**config.mk**
```make
export PLATFORM = sky130hd
export DESIGN_NAME = dual_wavetable_index_clock_core
export DESIGN_NICKNAME = d
export VERILOG_FILES = /design/src/rtl/dwic_pkg.sv /design/src/rtl/dual_wavetable_index_clock_core.sv
export SDC_FILE = /design/constraint.sdc
export NUM_CORES = 1
export LEC_CHECK = 0
export BUFFER_PORTS_ARGS = -buffer_cell sky130_fd_sc_hd__buf_2
export CAP_MARGIN = 20
export CORE_MARGIN = 3
export CORE_UTILIZATION = 51
export DETAILED_ROUTE_END_ITERATION = 10
export PLACE_DENSITY = 0.78
export SYNTH_ARGS = -nofsm -noshare
export SYNTH_HDL_FRONTEND = slang
export SYNTH_SLANG_ARGS = --single-unit
```
**constraint.sdc**
```tcl
create_clock -name clock -period 7.85 [get_ports clock]
set_input_delay 0.785 -clock clock [delete_from_list [all_inputs] [get_ports clock]]
set_output_delay 0.785 -clock clock [all_outputs]
set_load 0.01 [all_outputs]
```
**src/rtl/dwic_pkg.sv**
```systemverilog
package dwic_pkg;

   localparam int RATE_W      = 24;
   localparam int INDEX_W     = 8;
   localparam int COMPARE0_W  = 16;
   localparam int COMPARE1_W  = 8;
   localparam int PRESCALE_W  = 3;
   localparam int REQ_TDATA_W = 24;
   localparam int REQ_TUSER_W = 3;
   localparam int RSP_TDATA_W = 48;
   localparam int HALVE_W     = 4;
   localparam int SHIFT_W     = 3;

   localparam logic [COMPARE0_W-1:0] STEP_LIMIT     = 16'd1280;
   localparam logic [COMPARE0_W-1:0] COMPARE0_RESET = 16'd1136;
   localparam logic [COMPARE1_W-1:0] COMPARE1_RESET = 8'd142;
   localparam logic [SHIFT_W-1:0]    SHIFT_MAX      = 3'd7;

   localparam logic [PRESCALE_W-1:0] PRESCALE_1   = 3'd1;
   localparam logic [PRESCALE_W-1:0] PRESCALE_8   = 3'd2;
   localparam logic [PRESCALE_W-1:0] PRESCALE_64  = 3'd3;
   localparam logic [PRESCALE_W-1:0] PRESCALE_256 = 3'd4;

   typedef enum logic [1:0] {
      CMD_SET_RATE = 2'd0,
      CMD_EVENT_0  = 2'd1,
      CMD_EVENT_1  = 2'd2,
      CMD_NONE     = 2'd3
   } cmd_type;

endpackage

```
**src/rtl/dual_wavetable_index_clock_core.sv**
```systemverilog
// Timing core for two wavetable oscillators.
// req channel: one transaction per command. tuser carries command and
// osc_select, tdata carries sample_rate. rsp channel: exactly one
// transaction per request, reporting both indices, the applied compare
// values, the applied prescale code of oscillator 1 and the hard sync flag.
// csr channel: writes wave_sync; always ready, write only while idle.
// Compare events and ignored requests go straight to ST_DONE, which
// registers the result and returns to idle. Rejected rates likewise.
// Set-rate requests run one shared restoring divide/compare unit: one
// quotient bit per cycle over $clog2(CLOCK_HZ+1) numerator bits (24 for
// 16 MHz), a shift search of up to 7 extra quotient bits, then, for
// oscillator 1, halving until the compare value fits in 8 bits.
// One request is in work at a time; req_tready is high only when idle.
// A finished result sits in the rsp register; the next request may be
// accepted meanwhile and waits at its end until that register frees.
// A stalled rsp_tready holds rsp_tvalid and rsp_tdata stable.
// Reset (synchronous, active high) restores the power-up timer values
// and clears indices, pending updates and wave_sync.
module dual_wavetable_index_clock_core #(
   parameter int CLOCK_HZ = 16000000
) (
   input  logic                             clock,
   input  logic                             reset,
   input  logic                             req_tvalid,
   output logic                             req_tready,
   // sample_rate[23:0]
   input  logic [dwic_pkg::REQ_TDATA_W-1:0] req_tdata,
   // command[1:0], osc_select[2]
   input  logic [dwic_pkg::REQ_TUSER_W-1:0] req_tuser,
   output logic                             rsp_tvalid,
   input  logic                             rsp_tready,
   // index_0[7:0], index_1[15:8], compare_0[31:16], compare_1[39:32],
   // prescale_1[42:40], sync_fired[43], zero fill[47:44]
   output logic [dwic_pkg::RSP_TDATA_W-1:0] rsp_tdata,
   input  logic                             csr_valid,
   output logic                             csr_ready,
   input  logic                             csr_data
);
   import dwic_pkg::*;

   localparam int NUM_W = $clog2(CLOCK_HZ + 1);
   localparam int CNT_W = (NUM_W > 1) ? $clog2(NUM_W) : 1;
   localparam logic [NUM_W-1:0] NUMERATOR = NUM_W'(CLOCK_HZ);
   localparam logic [CNT_W-1:0] CNT_LAST  = CNT_W'(NUM_W - 1);

   typedef enum logic [2:0] {
      ST_IDLE,
      ST_DIV,
      ST_TEST,
      ST_HALVE,
      ST_DONE
   } state_type;

   state_type              state_ff, state_in;
   logic                   sync_ff, sync_in;
   logic [RATE_W-1:0]      stored_ff [2];
   logic [RATE_W-1:0]      stored_in [2];
   logic [INDEX_W-1:0]     pstep_ff [2];
   logic [INDEX_W-1:0]     pstep_in [2];
   logic [INDEX_W-1:0]     astep_ff [2];
   logic [INDEX_W-1:0]     astep_in [2];
   logic [INDEX_W-1:0]     index_ff [2];
   logic [INDEX_W-1:0]     index_in [2];
   logic                   upd_ff [2];
   logic                   upd_in [2];
   logic [COMPARE0_W-1:0]  pcmp0_ff, pcmp0_in, acmp0_ff, acmp0_in;
   logic [COMPARE1_W-1:0]  pcmp1_ff, pcmp1_in, acmp1_ff, acmp1_in;
   logic [PRESCALE_W-1:0]  ppre_ff, ppre_in, apre_ff, apre_in;
   logic                   fired_ff, fired_in;
   logic                   osc_ff, osc_in;
   logic [RATE_W-1:0]      rate_ff, rate_in;
   logic [RATE_W-1:0]      rem_ff, rem_in;
   logic [COMPARE0_W-1:0]  quo_ff, quo_in;
   logic [CNT_W-1:0]       cnt_ff, cnt_in;
   logic [SHIFT_W-1:0]     sh_ff, sh_in;
   logic [HALVE_W-1:0]     h_ff, h_in;
   logic                   rsp_valid_ff, rsp_valid_in;
   logic [RSP_TDATA_W-1:0] rsp_data_ff, rsp_data_in;

   cmd_type                cmd;
   logic                   req_osc;
   logic [RATE_W-1:0]      req_rate;
   logic                   div_bit;
   logic [RATE_W:0]        div_cand;
   logic [RATE_W:0]        div_diff;
   logic                   div_qbit;
   logic [INDEX_W-1:0]     step0, step1, next0;

   assign cmd      = cmd_type'(req_tuser[1:0]);
   assign req_osc  = req_tuser[2];
   assign req_rate = req_tdata[RATE_W-1:0];

   assign req_tready = (state_ff == ST_IDLE);
   assign csr_ready  = 1'b1;
   assign rsp_tvalid = rsp_valid_ff;
   assign rsp_tdata  = rsp_data_ff;

   // shared restoring divide step: one quotient bit per cycle
   assign div_bit  = (state_ff == ST_DIV) ? NUMERATOR[cnt_ff] : 1'b0;
   assign div_cand = {rem_ff, div_bit};
   assign div_diff = div_cand - {1'b0, rate_ff};
   assign div_qbit = (div_cand >= {1'b0, rate_ff});

   assign step0 = upd_ff[0] ? pstep_ff[0] : astep_ff[0];
   assign step1 = upd_ff[1] ? pstep_ff[1] : astep_ff[1];
   assign next0 = index_ff[0] + step0;

   always_comb begin
      state_in     = state_ff;
      sync_in      = sync_ff;
      stored_in    = stored_ff;
      pstep_in     = pstep_ff;
      astep_in     = astep_ff;
      index_in     = index_ff;
      upd_in       = upd_ff;
      pcmp0_in     = pcmp0_ff;
      acmp0_in     = acmp0_ff;
      pcmp1_in     = pcmp1_ff;
      acmp1_in     = acmp1_ff;
      ppre_in      = ppre_ff;
      apre_in      = apre_ff;
      fired_in     = fired_ff;
      osc_in       = osc_ff;
      rate_in      = rate_ff;
      rem_in       = rem_ff;
      quo_in       = quo_ff;
      cnt_in       = cnt_ff;
      sh_in        = sh_ff;
      h_in         = h_ff;
      rsp_valid_in = rsp_valid_ff;
      rsp_data_in  = rsp_data_ff;

      if (csr_valid) begin
         sync_in = csr_data;
      end

      if (rsp_valid_ff && rsp_tready) begin
         rsp_valid_in = 1'b0;
      end

      unique case (state_ff)
         ST_IDLE: begin
            if (req_tvalid) begin
               fired_in = 1'b0;
               state_in = ST_DONE;
               case (cmd)
                  CMD_SET_RATE: begin
                     if (req_rate != '0 && req_rate != stored_ff[req_osc]) begin
                        stored_in[req_osc] = req_rate;
                        osc_in   = req_osc;
                        rate_in  = req_rate;
                        rem_in   = '0;
                        quo_in   = '0;
                        cnt_in   = CNT_LAST;
                        sh_in    = '0;
                        state_in = ST_DIV;
                     end
                  end
                  CMD_EVENT_0: begin
                     if (upd_ff[0]) begin
                        acmp0_in    = pcmp0_ff;
                        astep_in[0] = pstep_ff[0];
                        upd_in[0]   = 1'b0;
                     end
                     index_in[0] = next0;
                     if (sync_ff && next0 < index_ff[0]) begin
                        index_in[1] = '0;
                        fired_in    = 1'b1;
                     end
                  end
                  CMD_EVENT_1: begin
                     if (upd_ff[1]) begin
                        apre_in     = ppre_ff;
                        astep_in[1] = pstep_ff[1];
                        acmp1_in    = pcmp1_ff;
                        upd_in[1]   = 1'b0;
                     end
                     index_in[1] = index_ff[1] + step1;
                  end
                  default: begin
                  end
               endcase
            end
         end
         ST_DIV: begin
            rem_in = div_qbit ? div_diff[RATE_W-1:0] : div_cand[RATE_W-1:0];
            quo_in = {quo_ff[COMPARE0_W-2:0], div_qbit};
            if (cnt_ff == '0) begin
               state_in = ST_TEST;
            end else begin
               cnt_in = cnt_ff - 1'b1;
            end
         end
         ST_TEST: begin
            if (quo_ff > STEP_LIMIT || sh_ff == SHIFT_MAX) begin
               if (quo_ff > STEP_LIMIT) begin
                  pstep_in[osc_ff] = INDEX_W'(1) << sh_ff;
               end
               if (!osc_ff) begin
                  pcmp0_in  = quo_ff;
                  upd_in[0] = 1'b1;
                  state_in  = ST_DONE;
               end else begin
                  h_in     = '0;
                  state_in = ST_HALVE;
               end
            end else begin
               // next shift: one more quotient bit with a zero brought down
               rem_in = div_qbit ? div_diff[RATE_W-1:0] : div_cand[RATE_W-1:0];
               quo_in = {quo_ff[COMPARE0_W-2:0], div_qbit};
               sh_in  = sh_ff + 1'b1;
            end
         end
         ST_HALVE: begin
            if (quo_ff[COMPARE0_W-1:COMPARE1_W] != '0) begin
               quo_in = quo_ff >> 1;
               h_in   = h_ff + 1'b1;
            end else begin
               case (h_ff) inside
                  4'd0, 4'd1, 4'd2: begin
                     ppre_in     = PRESCALE_1;
                     pstep_in[1] = pstep_ff[1] >> h_ff;
                  end
                  4'd3, 4'd4, 4'd5: begin
                     ppre_in     = PRESCALE_8;
                     pstep_in[1] = pstep_ff[1] >> (h_ff - 4'd3);
                  end
                  4'd6, 4'd7: begin
                     ppre_in     = PRESCALE_64;
                     pstep_in[1] = pstep_ff[1] >> (h_ff - 4'd6);
                  end
                  default: begin
                     ppre_in = PRESCALE_256;
                  end
               endcase
               pcmp1_in  = quo_ff[COMPARE1_W-1:0];
               upd_in[1] = 1'b1;
               state_in  = ST_DONE;
            end
         end
         ST_DONE: begin
            if (!rsp_valid_ff || rsp_tready) begin
               rsp_valid_in = 1'b1;
               rsp_data_in  = {4'b0, fired_ff, apre_ff, acmp1_ff, acmp0_ff,
                               index_ff[1], index_ff[0]};
               state_in     = ST_IDLE;
            end
         end
         default: begin
            state_in = ST_IDLE;
         end
      endcase
   end

   always_ff @(posedge clock) begin
      if (reset) begin
         state_ff     <= ST_IDLE;
         sync_ff      <= 1'b0;
         stored_ff    <= '{default: '0};
         pstep_ff     <= '{default: INDEX_W'(1)};
         astep_ff     <= '{default: '0};
         index_ff     <= '{default: '0};
         upd_ff       <= '{default: 1'b0};
         pcmp0_ff     <= COMPARE0_RESET;
         acmp0_ff     <= COMPARE0_RESET;
         pcmp1_ff     <= COMPARE1_RESET;
         acmp1_ff     <= COMPARE1_RESET;
         ppre_ff      <= PRESCALE_64;
         apre_ff      <= PRESCALE_256;
         fired_ff     <= 1'b0;
         osc_ff       <= 1'b0;
         cnt_ff       <= '0;
         sh_ff        <= '0;
         h_ff         <= '0;
         rsp_valid_ff <= 1'b0;
      end else begin
         state_ff     <= state_in;
         sync_ff      <= sync_in;
         stored_ff    <= stored_in;
         pstep_ff     <= pstep_in;
         astep_ff     <= astep_in;
         index_ff     <= index_in;
         upd_ff       <= upd_in;
         pcmp0_ff     <= pcmp0_in;
         acmp0_ff     <= acmp0_in;
         pcmp1_ff     <= pcmp1_in;
         acmp1_ff     <= acmp1_in;
         ppre_ff      <= ppre_in;
         apre_ff      <= apre_in;
         fired_ff     <= fired_in;
         osc_ff       <= osc_in;
         cnt_ff       <= cnt_in;
         sh_ff        <= sh_in;
         h_ff         <= h_in;
         rsp_valid_ff <= rsp_valid_in;
      end
      rate_ff     <= rate_in;
      rem_ff      <= rem_in;
      quo_ff      <= quo_in;
      rsp_data_ff <= rsp_data_in;
   end

endmodule
```
==> reports/metrics.json, run 1 <==
{
  "number_of_ports_placed_on_the_die_boundary": {"value": 84},
  "final_hold_viol_count": {"value": 0},
  "grt.total_usage": {"value": 0.2029},
  "rows": {"value": 59},
  "synth_top_area_share": {"value": 0.2518},
  "synth.top_cells.by_area": {"value": "sky130_fd_sc_hd__dfxtp_1 (25%), sky130_fd_sc_hd__edfxtp_1 (24%), sky130_fd_sc_hd__mux2i_1 (7.5%)"},
  "crit_arrival": {"value": 4570, "unit": "ps"},
  "routed_wire_length_per_instance": {"value": 16.69, "unit": "µm"},
  "gpl.final_weighted_congestion": {"value": 0.9138},
  "synth_flop_cell": {"value": "sky130_fd_sc_hd__dfxtp_1"},
  "cts.htree.levels": {"value": 1},
  "yosysWarningCount": {"value": 0},
  "hold_path.class": {"value": "reg -> reg"},
  "cts_num_sinks": {"value": 280},
  "place_worst_setup_slack": {"value": 3511, "unit": "ps"},
  "design.core.area": {"value": 26210, "unit": "µm²"},
  "worstPathBufferInverterCount": {"value": 1},
  "grt_max_degree": {"value": 96},
  "ctsHoldBuffers": {"value": 0},
  "final_util": {"value": 0.5864},
  "layout_setup_ws": {"value": 3664, "unit": "ps"},
  "die_area": {"value": 28810, "unit": "µm²"},
  "worstSetupPathType": {"value": "reg -> reg"},
  "multiInputGateArea": {"value": 6410, "unit": "µm²"},
  "final.period_utilization": {"value": 0.5332},
  "floorplan.initialDensity": {"value": 0.5218},
  "final_layout_size_suffix_gt1_frac": {"value": 0.1181},
  "cts_buffers": {"value": 29},
  "min_delay_path_depth": {"value": 0},
  "cp_num_cells": {"value": 9},
  "post_cts_buffers": {"value": 0},
  "max_cap_violations": {"value": 0},
  "design_area": {"value": 15370, "unit": "µm²"},
  "first_global_vias": {"value": 9842},
  "report.final.slew_viol_count": {"value": 0},
  "grt_remaining_overflow": {"value": 0},
  "post-route-drc-count": {"value": 0},
  "routed-via-count": {"value": 10280},
  "critical_path.startpoint_type": {"value": "flip-flop"},
  "number_of_flops_mapped_to_enable_cells_by_yosys": {"value": 108},
  "seqCellArea": {"value": 6686, "unit": "µm²"},
  "max_stage_delay": {"value": 840, "unit": "ps"},
  "finalClockSkew": {"value": 12.64, "unit": "ps"},
  "min_to": {"value": "rsp_tdata[38]"},
  "antenna_cells": {"value": 0},
  "synth.distinct_cells": {"value": 80},
  "slowest_library_cell_on_the_worst_path": {"value": "sky130_fd_sc_hd__a311o_1"},
  "critPathCaptureType": {"value": "flip-flop"},
  "outcome": {"value": "complete, no violations"},
  "wl": {"value": 29890, "unit": "µm"},
  "ordered_cell_list_for_the_critical_path": {"value": "inv_1 -> nor2_1 -> nand3b_1 -> ha_1 -> nand4_1 -> nor4_1 -> a311o_1 -> o21ai_1 -> o22ai_1"},
  "clock.fmax": {"value": 0.2389, "unit": "GHz"},
  "synth_sequential_area_ratio": {"value": 0.4890},
  "clkLatencyLatePin": {"value": 560, "unit": "ps"},
  "max_slew.worst_pin.slew": {"value": 1027, "unit": "ps"},
  "setup_violations": {"value": 0},
  "yosys-top-cells-count": {"value": "sky130_fd_sc_hd__dfxtp_1 (172), sky130_fd_sc_hd__nand2_1 (152), sky130_fd_sc_hd__nor2_1 (119)"},
  "detailed_place_hpwl": {"value": 20050, "unit": "µm"},
  "clkSlewWorstSetupHoldPaths": {"value": 60, "unit": "ps"},
  "post_dp_cell_area": {"value": 14220, "unit": "µm²"},
  "bufs_on_longest_clock_path": {"value": 3},
  "areaGrowthSynthToFinish": {"value": 12.39, "unit": "%"},
  "cp_top_family": {"value": "compound AO/OA/AOI/OAI gates"},
  "design.final.nets": {"value": 1529},
  "netlist_area": {"value": 13670, "unit": "µm²"},
  "async_flop_share": {"value": 0},
  "syn_inst": {"value": 1385},
  "drt_iter0_drc": {"value": 856},
  "fin_crit": {"value": 4186, "unit": "ps"},
  "critical_path_peak_fanout": {"value": 21},
  "die-height": {"value": 169.7, "unit": "µm"},
  "static_leakage": {"value": 0.006192, "unit": "µW"},
  "post-synth-top-count-cell": {"value": "sky130_fd_sc_hd__dfxtp_1"},
  "worstHoldStart": {"value": "acmp1_ff[6]"},
  "register_to_register_path_depth": {"value": 9},
  "worst-endpoint-required": {"value": 8230, "unit": "ps"},
  "postSynthRegisterBits": {"value": 280},
  "syn-mean-instance-area": {"value": 9.873, "unit": "µm²"},
  "synth_top_area_cell": {"value": "sky130_fd_sc_hd__dfxtp_1"},
  "power_density": {"value": 316.7, "unit": "nW/µm²"},
  "antenna_found_initial": {"value": 0},
  "unrepaired_setup_endpoints_after_global_routing": {"value": "no"},
  "power.ir.vdd_worst": {"value": 0.2578, "unit": "mV"},
  "first_pass_iters": {"value": 5},
  "clock_tree.root_cell": {"value": "sky130_fd_sc_hd__clkbuf_16"},
  "nFillCells": {"value": 2154},
  "cts_repair_resize_count": {"value": 0},
  "r2r-start": {"value": "state_ff[0]"},
  "critical_path.reg2reg.endpoint": {"value": "rem_ff[18]"},
  "worst-r2r-setup-slack": {"value": 3660, "unit": "ps"},
  "port-buffer-count": {"value": 78},
  "wire_length_of_the_first_global_routing_pass": {"value": 49090, "unit": "µm"},
  "totalNegativeSetupSlack": {"value": 0, "unit": "ps"},
  "tritoncts": {"value": "done"},
  "detail_route.vias_per_cell": {"value": 5.740},
  "max-slew-margin-rel": {"value": 0.3156},
  "die_x": {"value": 169.7, "unit": "µm"},
  "detail-route-antenna-nets": {"value": 0}
}
## power by group
part           switching, µW  internal, µW
combinational            828           501
clock                    578          1040
sequential               145          1770
## metal layers
layer  global-route usage  vias up  share of wire
li1                     -     5037              -
met1               0.2870     4863           0.47
met2               0.3292      331           0.46
met3              0.02609       50          0.054
met4              0.05761        0          0.024
met5                    0        -              0
## kinds of logic after synthesis
kind of cell	count (synthesis)	synth area share
compound gates	285	0.1319
flops	280	0.4890
fa+ha+maj	63	0.05929
xor+xnor	59	0.03779
simple gates	440	0.1486
other cells	2	0.0005492
mux	118	0.08866
buf+inv	138	0.04429
## metrics by stage
step	instances	total power [µW]	hold slack [ps]
final	1791	4867	429.7
after CTS	1791	4873	432.4
after global placement	1737	3204	415.4
after floorplan	1388	2913	408.1
after global routing	1791	5103	436.2
after detailed placement	1737	3246	418.3
## worst max-delay path by stage
stage                            start       endpoint  slack, ps
after floorplan             rsp_tready   rsp_tdata[0]       2270
after global placement    req_tuser[2]  stored_ff[32]       3690
after detailed placement  req_tuser[2]  stored_ff[38]       3510
after CTS                  state_ff[1]      rem_ff[1]       3750
after global routing         upd_ff[1]    index_ff[5]       3380
final                      state_ff[0]     rem_ff[18]       3660
## state kept, by name, indices dropped and copies added, names as in the netlist, 4 cells and up, named ones only
| signal | cells |
|---|---|
| astep_ff | 16 |
| index_ff | 16 |
| pcmp1_ff | 8 |
| h_ff | 4 |
| acmp0_ff | 16 |
| acmp1_ff | 8 |
| rsp_tdata | 44 |
| rem_ff | 24 |
| pcmp0_ff | 16 |
| cnt_ff | 5 |
| rate_ff | 24 |
| pstep_ff | 16 |
| stored_ff | 48 |
| quo_ff | 16 |
## cells in the final DEF, fill, tap and decap left out, types with 11 or more instances in the layout
master,n
sky130_fd_sc_hd__a21o_1,16
sky130_fd_sc_hd__mux2_2,13
sky130_fd_sc_hd__a21oi_1,118
sky130_fd_sc_hd__or3_1,13
sky130_fd_sc_hd__nor2_1,119
sky130_fd_sc_hd__nand3_1,45
sky130_fd_sc_hd__nor3_1,29
sky130_fd_sc_hd__a211oi_1,12
sky130_fd_sc_hd__inv_1,64
sky130_fd_sc_hd__clkbuf_16,30
sky130_fd_sc_hd__xnor2_1,26
sky130_fd_sc_hd__dfxtp_1,172
sky130_fd_sc_hd__o21ai_0,40
sky130_fd_sc_hd__nand2b_1,14
sky130_fd_sc_hd__xor2_1,33
sky130_fd_sc_hd__and2_1,11
sky130_fd_sc_hd__nand2_1,152
sky130_fd_sc_hd__mux2i_1,102
sky130_fd_sc_hd__edfxtp_1,108
sky130_fd_sc_hd__ha_1,60
sky130_fd_sc_hd__buf_2,77
sky130_fd_sc_hd__nor4_1,14
sky130_fd_sc_hd__a22o_1,14
## cell type report
cell class,count,area share
Clock buffer,33,0.05023
Clock inverter,21,0.02451
Inverter,65,0.01588
Multi-Input combinational cell,970,0.4171
Sequential cell,280,0.4351
Tap cell,335,0.02727
Timing Repair Buffer,87,0.02996
(Power assumes the default switching activity.)
==> inputs of run 2 (changes only) <==
==> constraint.sdc (replaced) <==
create_clock -name clock -period 3.9 [get_ports clock]
set_input_delay 0.39 -clock clock [delete_from_list [all_inputs] [get_ports clock]]
set_output_delay 0.39 -clock clock [all_outputs]
set_load 0.01 [all_outputs]
==> run 2 against run 1 <==
Via count increased by 0.83%; global-route usage rose by 0.23 points; fmax rose by 19%; register-to-register slack got worse by 3300 ps; worst hold slack worse by 350 ps; final cell count up 1.6%; first-iteration DRC count grew 1.5%; clock-buffer cell count rose by 7; total power up 96%; worst setup slack got worse by 3300 ps; critical endpoint is now index_ff[2]; largest power group unchanged.
==> reports/metrics.json, run 2 (synthesis gave the netlist of run 1 again) <==
{
  "outcome": {"value": "complete, no violations"},
  "max_cap_violations": {"value": 0, "change": "unchanged"},
  "worst-r2r-setup-slack": {"value": 390, "unit": "ps", "change": "-3270 ps"},
  "post-route-drc-count": {"value": 0, "change": "unchanged"},
  "wl": {"value": 29980, "unit": "µm", "change": "+0.33%"},
  "clkSlewWorstSetupHoldPaths": {"value": 60, "unit": "ps", "change": "about the same"},
  "design.final.nets": {"value": 1556, "change": "+1.8%"},
  "routed-via-count": {"value": 10370, "change": "+0.83%"},
  "r2r-start": {"value": "upd_ff[1]"},
  "rows": {"value": 59, "change": "unchanged"},
  "nFillCells": {"value": 2192, "change": "+1.8%"},
  "static_leakage": {"value": 0.006275, "unit": "µW", "change": "+1.3%"},
  "port-buffer-count": {"value": 78, "change": "unchanged"},
  "grt.total_usage": {"value": 0.2053, "change": "+0.002335"},
  "first_global_vias": {"value": 10020, "change": "+1.8%"},
  "register_with_the_most_flip_flops": {"value": "stored_ff"},
  "cts_buffers": {"value": 30, "change": "+3.4%"},
  "die-height": {"value": 169.7, "unit": "µm", "change": "unchanged"},
  "clkLatencyLatePin": {"value": 560, "unit": "ps", "change": "about the same"},
  "clock_tree.root_cell": {"value": "sky130_fd_sc_hd__clkbuf_16"},
  "critical_path.reg2reg.endpoint": {"value": "index_ff[2]"},
  "final_hold_viol_count": {"value": 0, "change": "unchanged"},
  "power_density": {"value": 617.4, "unit": "nW/µm²", "change": "+95%"},
  "max_slew.worst_pin.slew": {"value": 820.2, "unit": "ps", "change": "-206.3 ps"},
  "crit_arrival": {"value": 3990, "unit": "ps", "change": "-580 ps"},
  "cts.htree.levels": {"value": 1, "change": "unchanged"},
  "tritoncts": {"value": "done"},
  "routed_wire_length_per_instance": {"value": 16.48, "unit": "µm", "change": "-1.2%"},
  "setup_violations": {"value": 0, "change": "unchanged"},
  "post_cts_buffers": {"value": 0, "change": "unchanged"},
  "most-common-layout-cells": {"value": "sky130_fd_sc_hd__dfxtp_1 (172), sky130_fd_sc_hd__nand2_1 (152), sky130_fd_sc_hd__nor2_1 (119), sky130_fd_sc_hd__a21oi_1 (117), sky130_fd_sc_hd__edfxtp_1 (108)"},
  "report.final.slew_viol_count": {"value": 0, "change": "unchanged"},
  "antenna_found_initial": {"value": 0, "change": "unchanged"},
  "design_area": {"value": 15460, "unit": "µm²", "change": "+0.63%"},
  "hold_path.class": {"value": "in -> reg"},
  "max-slew-margin-rel": {"value": 0.4519, "change": "+0.1362"},
  "worstSetupPathType": {"value": "reg -> reg"},
  "drt_iter0_drc": {"value": 869, "change": "+1.5%"},
  "worst-endpoint-required": {"value": 4380, "unit": "ps", "change": "-3850 ps"},
  "grt_max_degree": {"value": 60, "change": "-38%"},
  "worstHoldStart": {"value": "csr_data"},
  "worstSetupEndpoint": {"value": "index_ff[2]"},
  "first_pass_iters": {"value": 5, "change": "unchanged"},
  "final_layout_size_suffix_gt1_frac": {"value": 0.1361, "change": "+0.01799"},
  "critPathCaptureType": {"value": "flip-flop"},
  "totalNegativeSetupSlack": {"value": 0, "unit": "ps", "change": "unchanged"},
  "finalClockSkew": {"value": 21.13, "unit": "ps", "change": "+8.481 ps"},
  "critical_path.startpoint_type": {"value": "flip-flop"},
  "power.ir.vdd_worst": {"value": 0.4005, "unit": "mV", "change": "+55%"},
  "post_dp_cell_area": {"value": 14420, "unit": "µm²", "change": "+1.4%"},
  "bufs_on_longest_clock_path": {"value": 3, "change": "unchanged"},
  "grt_remaining_overflow": {"value": 0, "change": "unchanged"},
  "worst_hold_margin": {"value": 79.75, "unit": "ps", "change": "-350.0 ps"},
  "die_area": {"value": 28810, "unit": "µm²", "change": "unchanged"},
  "unrepaired_setup_endpoints_after_global_routing": {"value": "no"},
  "design.core.area": {"value": 26210, "unit": "µm²", "change": "unchanged"},
  "clock.fmax": {"value": 0.2850, "unit": "GHz", "change": "+19%"},
  "detail_route.vias_per_cell": {"value": 5.699, "change": "-0.73%"},
  "antenna_cells": {"value": 0, "change": "unchanged"},
  "die_x": {"value": 169.7, "unit": "µm", "change": "unchanged"},
  "wire_length_of_the_first_global_routing_pass": {"value": 49650, "unit": "µm", "change": "+1.1%"},
  "cp-startpoint": {"value": "upd_ff[1]"},
  "detail-route-antenna-nets": {"value": 0, "change": "unchanged"},
  "cts_num_sinks": {"value": 280, "change": "unchanged"},
  "areaGrowthSynthToFinish": {"value": 13.09, "unit": "%"},
  "fin_crit": {"value": 3509, "unit": "ps", "change": "-676.5 ps"},
  "floorplan.initialDensity": {"value": 0.5218, "change": "unchanged"},
  "register_to_register_path_depth": {"value": 15, "change": "+6"},
  "detailed_place_hpwl": {"value": 20320, "unit": "µm", "change": "+1.3%"},
  "number_of_ports_placed_on_the_die_boundary": {"value": 84, "change": "unchanged"},
  "mostFrequentLayoutCell": {"value": "sky130_fd_sc_hd__dfxtp_1"},
  "largest_reg_flops": {"value": 48, "change": "unchanged"},
  "gpl.final_weighted_congestion": {"value": 0.8894, "change": "-2.7%"},
  "critical_path_peak_fanout": {"value": 12, "change": "-43%"},
  "final.period_utilization": {"value": 0.8998, "change": "+0.3666"},
  "ctsHoldBuffers": {"value": 0, "change": "unchanged"}
}
[run 2: cell types whose count changed in the layout (fill, tap and decap cells not counted), sizes merged]
cell    previous run  this run
clkbuf            33        40
bufinv            10         1
buf               87       113
inv               66        68
clkinv             9        11
[run 2: timing repair]
item / CTS / global route
gates resized for setup: 0 / 1
endpoints found under the setup margin: 0 / 6
endpoints found under the hold margin: 0 / 0
[run 2: worst max-delay path, stage by stage, from the launching register on]
cell and delay, ps:
sky130_fd_sc_hd__dfxtp_1 410, sky130_fd_sc_hd__buf_4 180, sky130_fd_sc_hd__mux2_2 350, sky130_fd_sc_hd__ha_1 320
sky130_fd_sc_hd__a21oi_1 220, sky130_fd_sc_hd__o21bai_1 90, sky130_fd_sc_hd__a21oi_1 230, sky130_fd_sc_hd__o21bai_1 100
sky130_fd_sc_hd__a21oi_1 180, sky130_fd_sc_hd__xnor2_1 120, sky130_fd_sc_hd__ha_1 180, sky130_fd_sc_hd__nand3b_1 230
sky130_fd_sc_hd__nor2_1 170, sky130_fd_sc_hd__a21oi_2 150, sky130_fd_sc_hd__or3_1 370, sky130_fd_sc_hd__a21oi_1 150
[run 2: worst min-delay path by stage]
stage	endpoint	slack, ps	cells after the start
after detailed placement	rsp_tdata[17]	420	0
after floorplan	rsp_tdata[16]	410	0
after CTS	sync_ff	60	3
after global routing	rate_ff[0]	80	1
final	sync_ff	80	3
after global placement	rsp_tdata[25]	410	0
[run 2: power breakdown]
group / switching, µW / internal [µW]
logic: 1740 / 1100
registers: 250 / 3570
clock network: 1190 / 1700
[run 2: layer usage]
metal | vias up | part of all wire | GRT usage | routed length [µm]
li1 | 5087 | - | - | -
met3 | 52 | 0.059 | 0.02982 | 1784
met4 | 0 | 0.024 | 0.05690 | 719
met1 | 4921 | 0.46 | 0.2896 | 13860
met5 | - | 0 | 0 | 0
met2 | 306 | 0.45 | 0.3321 | 13620
[run 2: final cells by class]
| type | instances | area [µm²] | area share |
|---|---|---|---|
| Sequential cell | 280 | 6686 | 0.4324 |
| Multi-Input combinational cell | 970 | 6422 | 0.4153 |
| Clock buffer | 40 | 895.9 | 0.05793 |
| Timing Repair Buffer | 113 | 655.6 | 0.04239 |
| Tap cell | 335 | 419.2 | 0.02710 |
| Inverter | 65 | 244.0 | 0.01578 |
| Clock inverter | 16 | 141.4 | 0.009142 |
[run 2: through the flow]
step / instances / worst slack [ps] / utilization / total power (µW)
floorplan: 1388 / 216.5 / - / 5857
global placement: 1763 / 380.8 / 0.5504 / 6566
detailed placement: 1763 / 237.6 / 0.5504 / 6652
CTS: 1819 / 225.1 / 0.5900 / 9573
global route: 1819 / 101.8 / 0.5901 / 10060
finish: 1819 / 390.7 / 0.5901 / 9548
==> inputs of run 3 (changes only) <==
==> constraint.sdc (replaced) <==
create_clock -name clock -period 4.3 [get_ports clock]
set_input_delay 0.43 -clock clock [delete_from_list [all_inputs] [get_ports clock]]
set_output_delay 0.43 -clock clock [all_outputs]
set_load 0.01 [all_outputs]
==> run 3 against run 2 <==
Sequential power down 8.9%; clock-buffer cell count unchanged; clock power down 14%; flip-flop and latch count unchanged; core utilization down 0.54 points; worst setup slack better by 91 ps; die area unchanged; via count down 0.69%; register-to-register slack better by 90 ps; worst hold slack better by 24 ps; critical path type unchanged; largest cell class unchanged; highest routed layer unchanged.
==> reports/metrics.json, run 3 (synthesis gave the netlist of run 1 again) <==
{
  "outcome": {"value": "complete, no violations"},
  "antenna_found_initial": {"value": 0, "change": "unchanged"},
  "areaGrowthSynthToFinish": {"value": 12.06, "unit": "%"},
  "clkSlewWorstSetupHoldPaths": {"value": 60, "unit": "ps", "change": "about the same"},
  "cts.htree.levels": {"value": 1, "change": "unchanged"},
  "crit_arrival": {"value": 4300, "unit": "ps", "change": "+310 ps"},
  "first_global_vias": {"value": 9810, "change": "-2.1%"},
  "bufs_on_longest_clock_path": {"value": 3, "change": "unchanged"},
  "worst-endpoint-required": {"value": 4780, "unit": "ps", "change": "+400 ps"},
  "grt_max_degree": {"value": 92, "change": "+53%"},
  "cts_num_sinks": {"value": 280, "change": "unchanged"},
  "clock.fmax": {"value": 0.2619, "unit": "GHz", "change": "-8.1%"},
  "largest_reg_flops": {"value": 48, "change": "unchanged"},
  "clkLatencyLatePin": {"value": 560, "unit": "ps", "change": "about the same"},
  "detailed_place_hpwl": {"value": 20000, "unit": "µm", "change": "-1.5%"},
  "number_of_ports_placed_on_the_die_boundary": {"value": 84, "change": "unchanged"},
  "final_hold_viol_count": {"value": 0, "change": "unchanged"},
  "antenna_cells": {"value": 0, "change": "unchanged"},
  "finalClockSkew": {"value": 20.23, "unit": "ps", "change": "-0.8968 ps"},
  "critical_path.startpoint_type": {"value": "flip-flop"},
  "nFillCells": {"value": 2201, "change": "+0.41%"},
  "setup_violations": {"value": 0, "change": "unchanged"},
  "post-route-drc-count": {"value": 0, "change": "unchanged"},
  "hold_path.class": {"value": "in -> reg"},
  "die_x": {"value": 169.7, "unit": "µm", "change": "unchanged"},
  "die_area": {"value": 28810, "unit": "µm²", "change": "unchanged"},
  "final_util": {"value": 0.5847, "change": "-0.005395"},
  "grt.total_usage": {"value": 0.2027, "change": "-0.002592"},
  "final_layout_size_suffix_gt1_frac": {"value": 0.1270, "change": "-0.009081"},
  "clock_tree.root_cell": {"value": "sky130_fd_sc_hd__clkbuf_16"},
  "worstSetupPathType": {"value": "reg -> reg"},
  "design.core.area": {"value": 26210, "unit": "µm²", "change": "unchanged"},
  "max-slew-margin-rel": {"value": 0.3582, "change": "-0.09366"},
  "power.ir.vdd_worst": {"value": 0.3661, "unit": "mV", "change": "-8.6%"},
  "wire_length_of_the_first_global_routing_pass": {"value": 48840, "unit": "µm", "change": "-1.6%"},
  "detail_route.vias_per_cell": {"value": 5.697, "change": "about the same"},
  "ctsHoldBuffers": {"value": 0, "change": "unchanged"},
  "fin_crit": {"value": 3818, "unit": "ps", "change": "+308.9 ps"},
  "totalNegativeSetupSlack": {"value": 0, "unit": "ps", "change": "unchanged"},
  "drt_iter0_drc": {"value": 838, "change": "-3.6%"},
  "floorplan.initialDensity": {"value": 0.5218, "change": "unchanged"},
  "unrepaired_setup_endpoints_after_global_routing": {"value": "no"},
  "critical_path_peak_fanout": {"value": 12, "change": "unchanged"},
  "gpl.final_weighted_congestion": {"value": 0.8738, "change": "-1.8%"},
  "routed-via-count": {"value": 10290, "change": "-0.69%"},
  "port-buffer-count": {"value": 78, "change": "unchanged"},
  "rows": {"value": 59, "change": "unchanged"},
  "report.final.slew_viol_count": {"value": 0, "change": "unchanged"},
  "most-common-layout-cells": {"value": "sky130_fd_sc_hd__dfxtp_1 (172), sky130_fd_sc_hd__nand2_1 (152), sky130_fd_sc_hd__nor2_1 (119), sky130_fd_sc_hd__a21oi_1 (117), sky130_fd_sc_hd__edfxtp_1 (108)"},
  "first_pass_iters": {"value": 7, "change": "+2"},
  "power_density": {"value": 554.8, "unit": "nW/µm²", "change": "-10%"},
  "post_cts_buffers": {"value": 0, "change": "unchanged"},
  "wl": {"value": 29590, "unit": "µm", "change": "-1.3%"},
  "grt_remaining_overflow": {"value": 0, "change": "unchanged"},
  "routed_wire_length_per_instance": {"value": 16.38, "unit": "µm", "change": "-0.65%"},
  "cts_buffers": {"value": 29, "change": "-3.3%"},
  "mostFrequentLayoutCell": {"value": "sky130_fd_sc_hd__dfxtp_1"},
  "detail-route-antenna-nets": {"value": 0, "change": "unchanged"},
  "design.final.nets": {"value": 1545, "change": "-0.71%"},
  "max_cap_violations": {"value": 0, "change": "unchanged"},
  "final.period_utilization": {"value": 0.8880, "change": "-0.01186"},
  "tritoncts": {"value": "done"},
  "static_leakage": {"value": 0.006197, "unit": "µW", "change": "-1.3%"},
  "die-height": {"value": 169.7, "unit": "µm", "change": "unchanged"},
  "register_with_the_most_flip_flops": {"value": "stored_ff"},
  "critPathCaptureType": {"value": "flip-flop"},
  "max_slew.worst_pin.slew": {"value": 962.7, "unit": "ps", "change": "+142.5 ps"}
}
## run 3: power by group
| group | leakage, µW | switching (µW) | total, µW | internal [µW] |
|---|---|---|---|---|
| registers | 0.00238 | 237 | 3480 | 3240 |
| clock network | 0.000489 | 1040 | 2490 | 1450 |
| logic | 0.00333 | 1560 | 2530 | 973 |
| total | 0.00620 | 2830 | 8500 | 5670 |
## run 3: final cells by class
class / count / area [µm²] / share of cell area
clock buffers: 40 / 849.6 / 0.05544
multi-input cells: 970 / 6422 / 0.4191
well taps: 335 / 419.2 / 0.02735
flip-flops and latches: 280 / 6686 / 0.4364
clock inverters: 14 / 121.4 / 0.007920
repair buffers: 103 / 580.6 / 0.03789
inverters: 65 / 244.0 / 0.01592
## run 3: what timing repair did
item,4_1_cts,5_1_grt
hold endpoints to repair,0,0
resized for setup,0,1
endpoints found under the setup margin,0,5
## run 3: through the flow
stage	cell area (µm²)	hold slack, ps	cells	total power [µW]	setup slack, ps
6_report	15320	103.7	1807	8501	481.8
5_1_grt	15320	121.9	1807	8971	164.8
4_1_cts	15320	89.69	1807	8519	305.9
3_5_place_dp	14350	415.3	1753	5990	324.2
3_3_place_gp	14350	414.2	1753	5929	468.3
2_1_floorplan	13690	408.1	1388	5312	616.5
## run 3: per-layer routing
layer / part of all wire / wire, µm / vias to the layer above / global-route usage
met3: 0.054 / 1596 / 64 / 0.02772
met4: 0.029 / 845 / 0 / 0.06188
li1: - / - / 5061 / -
met1: 0.47 / 13900 / 4872 / 0.2894
met2: 0.45 / 13240 / 297 / 0.3222
met5: 0 / 0 / - / 0
## run 3: worst max-delay path, stage by stage, from the launching register on
cell and delay [ps]:
sky130_fd_sc_hd__dfxtp_1 580, sky130_fd_sc_hd__mux2i_1 390, sky130_fd_sc_hd__inv_1 80, sky130_fd_sc_hd__ha_1 290
sky130_fd_sc_hd__a21o_1 180, sky130_fd_sc_hd__a21oi_1 230, sky130_fd_sc_hd__o21bai_1 90, sky130_fd_sc_hd__a21oi_1 230
sky130_fd_sc_hd__o21bai_1 90, sky130_fd_sc_hd__a21oi_1 180, sky130_fd_sc_hd__xnor2_1 120, sky130_fd_sc_hd__ha_1 180
sky130_fd_sc_hd__nand3b_1 230, sky130_fd_sc_hd__nor2_1 160, sky130_fd_sc_hd__a21oi_2 150, sky130_fd_sc_hd__or3_1 390
sky130_fd_sc_hd__a21oi_1 170
## run 3: path summary, 6_finish.rpt
path,end,slack (ps),from,depth (start not counted)
max,index_ff[5],480,upd_ff[1],16
min,sync_ff,100,csr_data,3
max reg2reg,index_ff[5],480,upd_ff[1],16
min reg2reg,rsp_tdata[18],420,acmp0_ff[2],0
